<file path="src/hdl/cwq_pkg.sv">
// Shared types, constants and index helpers for the chunk write-back queue.
// Used by cwq_ctrl, cwq_dp and chunk_writeback_queue; no dependencies of its own.
package cwq_pkg;

    localparam int CHUNKS = 64;
    localparam int IDX_W  = $clog2(CHUNKS);
    localparam int CNT_W  = $clog2(CHUNKS + 1);
    localparam int ID_W   = 8;
    localparam int SEAL_W = 16;
    localparam int TIME_W = 32;
    localparam int ST_W   = 2;
    localparam int OUT_CNT_W = 9;

    typedef enum logic [2:0] {
        CMD_ADMIT   = 3'd0,
        CMD_BEGIN   = 3'd1,
        CMD_PERSIST = 3'd2,
        CMD_REQUEUE = 3'd3,
        CMD_FREE    = 3'd4,
        CMD_QUERY   = 3'd5
    } cmd_t;

    localparam logic [ST_W-1:0] ST_NONE      = 2'd0;
    localparam logic [ST_W-1:0] ST_QUEUED    = 2'd1;
    localparam logic [ST_W-1:0] ST_WRITING   = 2'd2;
    localparam logic [ST_W-1:0] ST_PERSISTED = 2'd3;

    typedef struct packed {
        logic [ST_W-1:0]   st;
        logic [SEAL_W-1:0] seal;
        logic [TIME_W-1:0] stamp;
    } entry_t;

    localparam int ENTRY_W = $bits(entry_t);

    typedef enum logic [3:0] {
        S_IDLE,
        S_LOOKUP,
        S_DECIDE,
        S_BW_RING,
        S_BW_CAND,
        S_BW_CHECK,
        S_SCAN,
        S_SCAN_END,
        S_FETCH,
        S_FINAL
    } state_t;

    typedef enum logic [3:0] {
        OP_NONE,
        OP_LATCH,
        OP_LOOKUP,
        OP_DECIDE,
        OP_RING_RD,
        OP_CAND,
        OP_CHECK,
        OP_SCAN,
        OP_SCAN_END,
        OP_FETCH,
        OP_FINAL
    } dp_op_t;

    typedef struct packed {
        logic is_begin;
        logic ring_empty;
        logic cand_queued;
        logic scan_last;
        logic out_free;
    } dp_stat_t;

    function automatic logic [IDX_W-1:0] idx_inc(input logic [IDX_W-1:0] i);
        idx_inc = (i == IDX_W'(CHUNKS - 1)) ? '0 : i + 1'b1;
    endfunction

    function automatic logic [IDX_W-1:0] idx_dec(input logic [IDX_W-1:0] i);
        idx_dec = (i == '0) ? IDX_W'(CHUNKS - 1) : i - 1'b1;
    endfunction

endpackage

</file>
<file path="src/hdl/cwq_ram.sv">
// Generic single-write, single-read RAM with registered read data.
// No package dependency.
module cwq_ram #(
    parameter int WIDTH = 8,
    parameter int DEPTH = 64
) (
    input  logic                     clk,
    input  logic                     we,
    input  logic [$clog2(DEPTH)-1:0] waddr,
    input  logic [WIDTH-1:0]         wdata,
    input  logic [$clog2(DEPTH)-1:0] raddr,
    output logic [WIDTH-1:0]         rdata
);

    logic [WIDTH-1:0] mem [DEPTH];

    always_ff @(posedge clk)
    begin
        if (we)
        begin
            mem[waddr] <= wdata;
        end
        rdata <= mem[raddr];
    end

endmodule

</file>
<file path="src/hdl/cwq_ctrl.sv">
// Sequencer for the chunk write-back queue: walks each request through
// lookup, decision or begin-write ring pops, age scan and result load. Uses cwq_pkg.
module cwq_ctrl (
    input  logic              clk,
    input  logic              rst_n,
    input  logic              req_valid,
    output logic              req_stall,
    input  cwq_pkg::dp_stat_t stat,
    output cwq_pkg::dp_op_t   op
);
    import cwq_pkg::*;

    state_t state_reg;
    state_t state_next;

    always_ff @(posedge clk or negedge rst_n)
    begin
        if (!rst_n)
        begin
            state_reg <= S_IDLE;
        end
        else
        begin
            state_reg <= state_next;
        end
    end

    always_comb
    begin
        state_next = state_reg;
        case (state_reg)
            S_IDLE:     if (req_valid) state_next = S_LOOKUP;
            S_LOOKUP:   state_next = stat.is_begin ? S_BW_RING : S_DECIDE;
            S_DECIDE:   state_next = S_SCAN;
            S_BW_RING:  state_next = stat.ring_empty ? S_SCAN : S_BW_CAND;
            S_BW_CAND:  state_next = S_BW_CHECK;
            // skip stale entries until a queued chunk turns up
            S_BW_CHECK: state_next = stat.cand_queued ? S_SCAN : S_BW_RING;
            S_SCAN:     if (stat.scan_last) state_next = S_SCAN_END;
            S_SCAN_END: state_next = S_FETCH;
            S_FETCH:    state_next = S_FINAL;
            S_FINAL:    if (stat.out_free) state_next = S_IDLE;
            default:    state_next = S_IDLE;
        endcase
    end

    always_comb
    begin
        req_stall = (state_reg != S_IDLE);
        case (state_reg)
            S_IDLE:     op = req_valid ? OP_LATCH : OP_NONE;
            S_LOOKUP:   op = OP_LOOKUP;
            S_DECIDE:   op = OP_DECIDE;
            S_BW_RING:  op = OP_RING_RD;
            S_BW_CAND:  op = OP_CAND;
            S_BW_CHECK: op = OP_CHECK;
            S_SCAN:     op = OP_SCAN;
            S_SCAN_END: op = OP_SCAN_END;
            S_FETCH:    op = OP_FETCH;
            S_FINAL:    op = OP_FINAL;
            default:    op = OP_NONE;
        endcase
    end

endmodule

</file>
<file path="src/hdl/cwq_dp.sv">
// Datapath of the chunk write-back queue: chunk table and order ring RAMs,
// ring pointers, counters, age scan and result register. Uses cwq_pkg, cwq_ram.
module cwq_dp (
    input  logic                         clk,
    input  logic                         rst_n,
    input  cwq_pkg::dp_op_t              op,
    output cwq_pkg::dp_stat_t            stat,
    input  logic [2:0]                   cmd,
    input  logic [cwq_pkg::ID_W-1:0]     chunk_id,
    input  logic                         is_sealed,
    input  logic [cwq_pkg::TIME_W-1:0]   now_ms,
    output logic                         rsp_valid,
    input  logic                         rsp_stall,
    output logic                         ok,
    output logic [cwq_pkg::ID_W-1:0]     chunk_out,
    output logic [cwq_pkg::ST_W-1:0]     chunk_status,
    output logic [cwq_pkg::SEAL_W-1:0]   seal_number,
    output logic [cwq_pkg::OUT_CNT_W-1:0] queued_count,
    output logic [cwq_pkg::OUT_CNT_W-1:0] writing_count,
    output logic [cwq_pkg::TIME_W-1:0]   oldest_age
);
    import cwq_pkg::*;

    // request latch
    logic [2:0]        cmd_reg;
    logic [ID_W-1:0]   id_reg;
    logic              sealed_reg;
    logic [TIME_W-1:0] now_reg;

    logic [IDX_W-1:0]  head_reg, head_next;
    logic [IDX_W-1:0]  tail_reg, tail_next;
    logic [SEAL_W-1:0] seal_ctr_reg, seal_ctr_next;
    logic [CNT_W-1:0]  q_cnt_reg, q_cnt_next;
    logic [CNT_W-1:0]  w_cnt_reg, w_cnt_next;
    logic              ok_reg, ok_next;
    logic [ID_W-1:0]   cout_reg, cout_next;
    logic [IDX_W-1:0]  cand_reg;
    logic [IDX_W-1:0]  scan_idx_reg;
    logic              scan_pend_reg;
    logic [TIME_W-1:0] best_reg, best_next;
    logic [CHUNKS-1:0] vld_reg;
    logic              ent_vld_q;

    logic              rsp_valid_reg;
    logic              ok_out_reg;
    logic [ID_W-1:0]   cout_out_reg;
    logic [ST_W-1:0]   st_out_reg;
    logic [SEAL_W-1:0] seal_out_reg;
    logic [CNT_W-1:0]  q_out_reg;
    logic [CNT_W-1:0]  w_out_reg;
    logic [TIME_W-1:0] age_out_reg;

    // RAM ports
    logic               ent_we;
    logic [IDX_W-1:0]   ent_waddr;
    entry_t             ent_wdata;
    logic [IDX_W-1:0]   ent_raddr;
    logic [ENTRY_W-1:0] ent_rdata;
    entry_t             ent_q;
    logic               ring_we;
    logic [IDX_W-1:0]   ring_waddr;
    logic [IDX_W-1:0]   ring_wdata;
    logic [IDX_W-1:0]   ring_rdata;

    logic               id_ok;
    logic               cout_ok;
    logic [IDX_W-1:0]   id_idx;
    logic               ring_empty;
    logic               ring_full;
    logic               out_free;
    logic [TIME_W-1:0]  age;

    cwq_ram #(.WIDTH(ENTRY_W), .DEPTH(CHUNKS)) u_ent_ram (
        .clk   (clk),
        .we    (ent_we),
        .waddr (ent_waddr),
        .wdata (ent_wdata),
        .raddr (ent_raddr),
        .rdata (ent_rdata)
    );

    cwq_ram #(.WIDTH(IDX_W), .DEPTH(CHUNKS)) u_ring_ram (
        .clk   (clk),
        .we    (ring_we),
        .waddr (ring_waddr),
        .wdata (ring_wdata),
        .raddr (head_reg),
        .rdata (ring_rdata)
    );

    assign ent_q      = ent_vld_q ? entry_t'(ent_rdata) : '0;
    assign id_ok      = ({1'b0, id_reg} < (ID_W + 1)'(CHUNKS));
    assign cout_ok    = ({1'b0, cout_reg} < (ID_W + 1)'(CHUNKS));
    assign id_idx     = id_reg[IDX_W-1:0];
    assign ring_empty = (head_reg == tail_reg);
    assign ring_full  = (idx_inc(tail_reg) == head_reg);
    assign out_free   = !rsp_valid_reg || !rsp_stall;
    assign age        = now_reg - ent_q.stamp;

    assign stat.is_begin    = (cmd_reg == CMD_BEGIN);
    assign stat.ring_empty  = ring_empty;
    assign stat.cand_queued = (ent_q.st == ST_QUEUED);
    assign stat.scan_last   = (scan_idx_reg == IDX_W'(CHUNKS - 1));
    assign stat.out_free    = out_free;

    always_comb
    begin
        case (op)
            OP_CAND:  ent_raddr = ring_rdata;
            OP_SCAN:  ent_raddr = scan_idx_reg;
            // keep reading the result chunk while the load waits
            OP_FETCH,
            OP_FINAL: ent_raddr = cout_reg[IDX_W-1:0];
            default:  ent_raddr = id_idx;
        endcase
    end

    always_comb
    begin
        head_next     = head_reg;
        tail_next     = tail_reg;
        seal_ctr_next = seal_ctr_reg;
        q_cnt_next    = q_cnt_reg;
        w_cnt_next    = w_cnt_reg;
        ok_next       = ok_reg;
        cout_next     = cout_reg;
        best_next     = best_reg;
        ent_we        = 1'b0;
        ent_waddr     = id_idx;
        ent_wdata     = ent_q;
        ring_we       = 1'b0;
        ring_waddr    = tail_reg;
        ring_wdata    = id_idx;
        case (op)
            OP_DECIDE:
            begin
                case (cmd_reg)
                    CMD_ADMIT:
                    begin
                        if (id_ok && sealed_reg && ent_q.st == ST_NONE && !ring_full)
                        begin
                            ring_we         = 1'b1;
                            tail_next       = idx_inc(tail_reg);
                            ent_we          = 1'b1;
                            ent_wdata.st    = ST_QUEUED;
                            ent_wdata.seal  = seal_ctr_reg;
                            ent_wdata.stamp = now_reg;
                            seal_ctr_next   = seal_ctr_reg + 1'b1;
                            q_cnt_next      = q_cnt_reg + 1'b1;
                            ok_next         = 1'b1;
                        end
                    end
                    CMD_PERSIST:
                    begin
                        if (id_ok)
                        begin
                            ok_next = 1'b1;
                            if (ent_q.st == ST_WRITING)
                            begin
                                ent_we          = 1'b1;
                                ent_wdata.st    = ST_PERSISTED;
                                ent_wdata.stamp = '0;
                                w_cnt_next      = w_cnt_reg - 1'b1;
                            end
                        end
                    end
                    CMD_REQUEUE:
                    begin
                        if (id_ok && ent_q.st == ST_WRITING)
                        begin
                            // an empty ring takes the chunk at the tail
                            if (ring_empty)
                            begin
                                ring_we   = 1'b1;
                                tail_next = idx_inc(tail_reg);
                                ok_next   = 1'b1;
                            end
                            else if (idx_dec(head_reg) != tail_reg)
                            begin
                                ring_we    = 1'b1;
                                ring_waddr = idx_dec(head_reg);
                                head_next  = idx_dec(head_reg);
                                ok_next    = 1'b1;
                            end
                            if (ring_empty || idx_dec(head_reg) != tail_reg)
                            begin
                                ent_we       = 1'b1;
                                ent_wdata.st = ST_QUEUED;
                                q_cnt_next   = q_cnt_reg + 1'b1;
                                w_cnt_next   = w_cnt_reg - 1'b1;
                            end
                        end
                    end
                    CMD_FREE:
                    begin
                        if (id_ok)
                        begin
                            ok_next   = 1'b1;
                            ent_we    = 1'b1;
                            ent_wdata = '0;
                            if (ent_q.st == ST_QUEUED)
                            begin
                                q_cnt_next = q_cnt_reg - 1'b1;
                            end
                            if (ent_q.st == ST_WRITING)
                            begin
                                w_cnt_next = w_cnt_reg - 1'b1;
                            end
                        end
                    end
                    CMD_QUERY: ok_next = id_ok;
                    default:   ok_next = 1'b0;
                endcase
            end
            OP_CAND: head_next = idx_inc(head_reg);
            OP_CHECK:
            begin
                if (ent_q.st == ST_QUEUED)
                begin
                    ent_we       = 1'b1;
                    ent_waddr    = cand_reg;
                    ent_wdata.st = ST_WRITING;
                    q_cnt_next   = q_cnt_reg - 1'b1;
                    w_cnt_next   = w_cnt_reg + 1'b1;
                    ok_next      = 1'b1;
                    cout_next    = ID_W'(cand_reg);
                end
            end
            OP_SCAN, OP_SCAN_END:
            begin
                if (scan_pend_reg && ent_q.st == ST_QUEUED && ent_q.stamp != '0 &&
                    now_reg >= ent_q.stamp && age > best_reg)
                begin
                    best_next = age;
                end
            end
            default:
            begin
            end
        endcase
    end

    always_ff @(posedge clk)
    begin
        ent_vld_q <= vld_reg[ent_raddr];
        if (op == OP_LATCH)
        begin
            cmd_reg    <= cmd;
            id_reg     <= chunk_id;
            sealed_reg <= is_sealed;
            now_reg    <= now_ms;
        end
        if (op == OP_CAND)
        begin
            cand_reg <= ring_rdata;
        end
        if (op == OP_FINAL && out_free)
        begin
            ok_out_reg   <= ok_reg;
            cout_out_reg <= cout_reg;
            st_out_reg   <= cout_ok ? ent_q.st : ST_NONE;
            seal_out_reg <= cout_ok ? ent_q.seal : '0;
            q_out_reg    <= q_cnt_reg;
            w_out_reg    <= w_cnt_reg;
            age_out_reg  <= best_reg;
        end
    end

    always_ff @(posedge clk or negedge rst_n)
    begin
        if (!rst_n)
        begin
            head_reg      <= '0;
            tail_reg      <= '0;
            seal_ctr_reg  <= SEAL_W'(1);
            q_cnt_reg     <= '0;
            w_cnt_reg     <= '0;
            ok_reg        <= 1'b0;
            cout_reg      <= '0;
            best_reg      <= '0;
            scan_idx_reg  <= '0;
            scan_pend_reg <= 1'b0;
            vld_reg       <= '0;
            rsp_valid_reg <= 1'b0;
        end
        else
        begin
            head_reg     <= head_next;
            tail_reg     <= tail_next;
            seal_ctr_reg <= seal_ctr_next;
            q_cnt_reg    <= q_cnt_next;
            w_cnt_reg    <= w_cnt_next;
            if (ent_we)
            begin
                vld_reg[ent_waddr] <= 1'b1;
            end
            if (op == OP_LATCH)
            begin
                ok_reg        <= 1'b0;
                cout_reg      <= chunk_id;
                best_reg      <= '0;
                scan_idx_reg  <= '0;
                scan_pend_reg <= 1'b0;
            end
            else
            begin
                ok_reg   <= ok_next;
                cout_reg <= cout_next;
                best_reg <= best_next;
                if (op == OP_SCAN)
                begin
                    scan_idx_reg  <= idx_inc(scan_idx_reg);
                    scan_pend_reg <= 1'b1;
                end
                else if (op == OP_SCAN_END)
                begin
                    scan_pend_reg <= 1'b0;
                end
            end
            // hold the result until taken
            if (op == OP_FINAL && out_free)
            begin
                rsp_valid_reg <= 1'b1;
            end
            else if (!rsp_stall)
            begin
                rsp_valid_reg <= 1'b0;
            end
        end
    end

    assign rsp_valid     = rsp_valid_reg;
    assign ok            = ok_out_reg;
    assign chunk_out     = cout_out_reg;
    assign chunk_status  = st_out_reg;
    assign seal_number   = seal_out_reg;
    assign queued_count  = OUT_CNT_W'(q_out_reg);
    assign writing_count = OUT_CNT_W'(w_out_reg);
    assign oldest_age    = age_out_reg;

    a_cnt_bound: assert property (@(posedge clk) disable iff (!rst_n)
        ({1'b0, q_cnt_reg} + {1'b0, w_cnt_reg}) <= (CNT_W + 1)'(CHUNKS))
        else $error("queued plus writing exceeds chunk count");

    a_load_rsp: assert property (@(posedge clk) disable iff (!rst_n)
        (op == OP_FINAL && out_free) |=> rsp_valid_reg)
        else $error("result not presented after load");

    a_bw_count: assert property (@(posedge clk) disable iff (!rst_n)
        (op == OP_CHECK && ent_q.st == ST_QUEUED) |=>
        (w_cnt_reg == $past(w_cnt_reg) + 1'b1))
        else $error("begin write did not raise writing count");

endmodule

</file>
<file path="src/hdl/chunk_writeback_queue.sv">
// Chunk write-back scheduler, top level: sequencer plus datapath.
// Depends on cwq_pkg, cwq_ctrl, cwq_dp (which uses cwq_ram).
//
// Usage: one request (cmd, chunk_id, is_sealed, now_ms) is taken on the
// req channel when req_valid is high and req_stall low; exactly one result
// leaves on the rsp channel under rsp_valid / rsp_stall.
// The block works on one request at a time and holds req_stall high until
// the result is loaded into the output register; a result waiting there
// does not block the next request, only the load of the following result.
// Per request: table lookup and decision, an age scan over the chunk table
// (one entry per cycle from its single read port, then a scan-end step),
// then the final read of the result chunk and the load into the output
// register. Begin write replaces the decision by ring pops, each a ring
// read, a chunk table read of the candidate and a check, until a queued
// chunk turns up or the ring runs empty.
// Reset clears status, seal and stamp of every chunk through per-entry
// valid bits, empties the ring and sets the next seal number to one; no
// clearing pass is needed, requests are taken right after reset.
// While rsp_valid and rsp_stall are both high the result register holds its contents.
module chunk_writeback_queue (
    input  logic                          clk,
    input  logic                          rst_n,
    input  logic                          req_valid,
    output logic                          req_stall,
    input  logic [2:0]                    cmd,
    input  logic [cwq_pkg::ID_W-1:0]      chunk_id,
    input  logic                          is_sealed,
    input  logic [cwq_pkg::TIME_W-1:0]    now_ms,
    output logic                          rsp_valid,
    input  logic                          rsp_stall,
    output logic                          ok,
    output logic [cwq_pkg::ID_W-1:0]      chunk_out,
    output logic [cwq_pkg::ST_W-1:0]      chunk_status,
    output logic [cwq_pkg::SEAL_W-1:0]    seal_number,
    output logic [cwq_pkg::OUT_CNT_W-1:0] queued_count,
    output logic [cwq_pkg::OUT_CNT_W-1:0] writing_count,
    output logic [cwq_pkg::TIME_W-1:0]    oldest_age
);
    import cwq_pkg::*;

    dp_op_t   op;
    dp_stat_t stat;

    cwq_ctrl u_ctrl (
        .clk       (clk),
        .rst_n     (rst_n),
        .req_valid (req_valid),
        .req_stall (req_stall),
        .stat      (stat),
        .op        (op)
    );

    cwq_dp u_dp (
        .clk           (clk),
        .rst_n         (rst_n),
        .op            (op),
        .stat          (stat),
        .cmd           (cmd),
        .chunk_id      (chunk_id),
        .is_sealed     (is_sealed),
        .now_ms        (now_ms),
        .rsp_valid     (rsp_valid),
        .rsp_stall     (rsp_stall),
        .ok            (ok),
        .chunk_out     (chunk_out),
        .chunk_status  (chunk_status),
        .seal_number   (seal_number),
        .queued_count  (queued_count),
        .writing_count (writing_count),
        .oldest_age    (oldest_age)
    );

endmodule
</file>
<file path="config.mk">
export PLATFORM = sky130hd
export DESIGN_NAME = chunk_writeback_queue
export DESIGN_NICKNAME = d
export VERILOG_FILES = /design/src/hdl/cwq_pkg.sv /design/src/hdl/cwq_ram.sv /design/src/hdl/cwq_ctrl.sv /design/src/hdl/cwq_dp.sv /design/src/hdl/chunk_writeback_queue.sv
export SDC_FILE = /design/constraint.sdc
export NUM_CORES = 2
export LEC_CHECK = 0
export CAP_MARGIN = 15
export CORE_UTILIZATION = 40
export DETAILED_ROUTE_END_ITERATION = 8
export DONT_BUFFER_PORTS = 1
export PLACE_DENSITY = 0.53
export SLEW_MARGIN = 5
export SYNTH_ARGS = -nofsm -noshare
export SYNTH_HDL_FRONTEND = slang
export SYNTH_HIERARCHICAL = 1
export SYNTH_SLANG_ARGS = --single-unit
</file>
<file path="constraint.sdc">
create_clock -name clk -period 9.85 [get_ports clk]
set_input_delay 2.4625 -clock clk [delete_from_list [all_inputs] [get_ports clk]]
set_output_delay 2.4625 -clock clk [all_outputs]
set_load 0.005 [all_outputs]
</file>
==> impl_metrics.json <==
{
  "instances_no_fill": 13023,
  "fin_nets": 7746,
  "clock_latency_ps": 1010,
  "rsz0062_at_grt": "no",
  "drt-initial-drc-count": 8742,
  "fin_tns_setup_ps": 0,
  "ys_ff_latch": 3923,
  "startpoint_type": "primary input",
  "cts_htree_levels": 5,
  "numCtsBuffers": 414,
  "core-area_mm2": 0.3823,
  "drcViolationCount": 0,
  "grt_max_degree": 160,
  "hold_ws_ps": 454.0,
  "finalClockSkew_ps": 86.40,
  "grt_use_total_pct": 21.71,
  "async_flop_share_pct": 4.053,
  "hold_start": "u_dp/best_reg[2]$_DFFE_PN0P_",
  "ys_types": 96,
  "antenna_found_initial": 20,
  "cts_resized": 0,
  "max_freq_mhz": 135.8,
  "postCtsSetupBuffers": 0,
  "hold_class": "register to register",
  "period_share_pct": 74.78,
  "place.gp.congestion": 0.8490,
  "final_util_pct": 45.79,
  "routedWlPerCell_um": 32.66,
  "yosysWarnings": 6,
  "grt_pass1_wl_um": 600300,
  "fin_crit_ps": 7366,
  "final_antenna_net_count": 0,
  "fillers": 31804,
  "cpMostUsedCell": "buf_4",
  "largest_reg_flops": 3200,
  "slowest_delay_ps": 1090,
  "drv_slew": 0,
  "first_pass_iters": 6,
  "clockBufferDepth": 4,
  "grt_overflow": 0,
  "start_util_pct": 40.18,
  "hold_depth": 0,
  "placed_cells": 12235,
  "fp.dieW_um": 621.7,
  "vdd_ir_drop_max_v": 0.0004488,
  "crit_required_ps": 10450,
  "cts_tree": "yes",
  "slew_headroom_pct": 19.36,
  "critPathSlowestCell": "nor2_4",
  "syn_area_per_cell_um2": 20.85,
  "synth-seq-area-share_pct": 75.80,
  "row_count": 227,
  "areaGrowthSynthToFinish_pct": 13.95,
  "reg2reg_depth": 11,
  "synth_ff_type": "edfxtp_1",
  "drive_above_1_share_pct": 25.60,
  "r2r-end": "u_dp/u_ent_ram/mem[24][12]$_DFFE_PP_",
  "first_global_vias": 77085,
  "cts_hold_buf": 0,
  "synth-edff-count": 3707,
  "vias": 77182,
  "die-area_mm2": 0.3865,
  "setup_viol": 0,
  "power_density_mw_per_mm2": 318.1,
  "cellLeakagePower_nw": 47.74,
  "wl_um": 425400,
  "pin_count": 127,
  "syn-instance-count": 7368,
  "root_buffer": "clkbuf_16",
  "cts.reportedPaths.clkPinSlew_ps": 60,
  "crit_type": "primary input to register",
  "crit_arrival_ps": 7960,
  "cp_cell_sequence": "nor4_4 -> a211oi_1 -> buf_4 -> nor2b_1 -> and2_1 -> nand2_1 -> a21oi_1 -> inv_1 -> nand3b_1 -> nor2_4 -> buf_4",
  "worstHoldEndpoint": "u_dp/oldest_age[2]$_DFFE_PP_",
  "r2r_slack_ps": 2550,
  "outcome": "finished clean",
  "cts.sinks": 3923,
  "worst_slew_pin_slew_ps": 1210,
  "fp.dieH_um": 621.7,
  "dp_hpwl_um": 249400,
  "viasPerCell": 5.927,
  "syn_area_mm2": 0.1536,
  "crit_fanout": 32,
  "endpoint_kind": "register",
  "drv_cap": 0,
  "port_buffers": 0,
  "r2r-start": "u_ctrl/state_reg[1]$_DFFE_PN0P_",
  "hold_violations": 0
}
## power breakdown
group | internal [mW] | leakage (nW) | switching (mW)
Sequential | 18.7 | 30.0 | 0.688
Clock | 9.11 | 6.69 | 6.53
Combinational | 7.38 | 11.0 | 13.2
Total | 35.2 | 47.7 | 20.4
## critical path: cells and delay by family
family	cells	cell delay, ps
AOI/OAI and AO/OA	2	880
buffers and inverters	3	1430
and+or+nand+nor	6	3090
## per-stage QoR
| step | instance area (um2) | setup WS [ps] | total power [mW] |
|---|---|---|---|
| 6_report | 175000 | 2484 | 55.68 |
| 2_1_floorplan | 153600 | 1194 | 33.03 |
| 5_1_grt | 175000 | 2155 | 57.71 |
| 3_5_place_dp | 161300 | 1483 | 40.56 |
| 4_1_cts | 175000 | 2540 | 56.18 |
| 3_3_place_gp | 161200 | 1533 | 40.52 |
## cells by family after synthesis
logic type | count (synthesis) | synth area share (%)
flops | 3923 | 75.80
mux | 1176 | 15.62
simple gates | 884 | 2.636
compound gates | 766 | 3.348
buf+inv | 471 | 1.552
fa+ha+maj | 79 | 0.6532
xor+xnor | 68 | 0.3877
other cells | 1 | 0.002441
## synthesized netlist by cell type, types with 47 or more instances
library cell / number / area share, %
o221ai_1: 59 / 0.34
a21oi_1: 140 / 0.46
nor3_1: 54 / 0.18
nor2_1: 348 / 0.85
buf_2: 119 / 0.39
mux2_2: 66 / 0.48
o22ai_1: 175 / 0.71
dfrtp_1: 158 / 2.6
o21ai_0: 117 / 0.38
nand2_1: 230 / 0.56
clkbuf_1: 168 / 0.41
edfxtp_1: 3707 / 72
inv_1: 57 / 0.14
dfxtp_1: 57 / 0.74
mux2i_1: 141 / 0.92
ha_1: 77 / 0.63
mux4_2: 963 / 14
nand3_1: 57 / 0.19
buf_4: 47 / 0.23
o21bai_1: 56 / 0.27
xnor2_1: 50 / 0.29
## how the worst max path moves through the flow
stage,startpoint,end
2_1_floorplan,req_valid,u_dp/u_ent_ram/mem[48][0]$_DFFE_PP_
3_3_place_gp,req_valid,u_dp/u_ent_ram/rdata[10]$_DFF_P_
3_5_place_dp,req_valid,u_dp/u_ent_ram/rdata[10]$_DFF_P_
4_1_cts,req_valid,u_dp/u_ent_ram/rdata[10]$_DFF_P_
5_1_grt,u_ctrl/state_reg[1]$_DFFE_PN0P_,u_dp/u_ent_ram/mem[30][5]$_DFFE_PP_
6_report,req_valid,u_dp/u_ent_ram/mem[24][12]$_DFFE_PP_
## cell type report
class                      instances  area (um2)  area share (%)
sequential                      3923      116400           66.52
multi-input combinational       2977       35900           20.51
clock buffer                     553       11280           6.445
tap                             5038        6304           3.601
timing repair buffer             241        2446           1.397
clock inverter                   222        2414           1.379
inverter                          62       235.2          0.1344
antenna                            7       17.52         0.01001
## placed cells by master (no fill, tap or decap), drive strengths merged, types with 9 or more instances in the layout
cell and instances:
nor3 54, nor2 348, o21ai 131, o221ai 59, ha 77, and2 14
o21bai 56, o22ai 175, nand3 57, a211oi 10, nor2b 23, mux4 969
nand3b 12, dfxtp 57, inv 68, buf 240, xnor2 50, nand4 35
clkbuf 554, xor2 18, nor4 13, dfrtp 158, or3 11, o31ai 12
mux2 66, nand2 230, or2 18, a32o 19, nand2b 23, a21oi 142
a21o 43, mux2i 141, bufinv 40, edfxtp 3707, o21a 9, and3 17
clkinv 171, a31oi 31
## per-layer routing
layer / share of wire [%] / global-route usage, %
met5: 0.0031 / 0
met4: 2.1 / 4.717
met3: 8.0 / 3.859
met2: 47 / 34.05
met1: 43 / 31.90
Power figures use the tool's default switching activity.
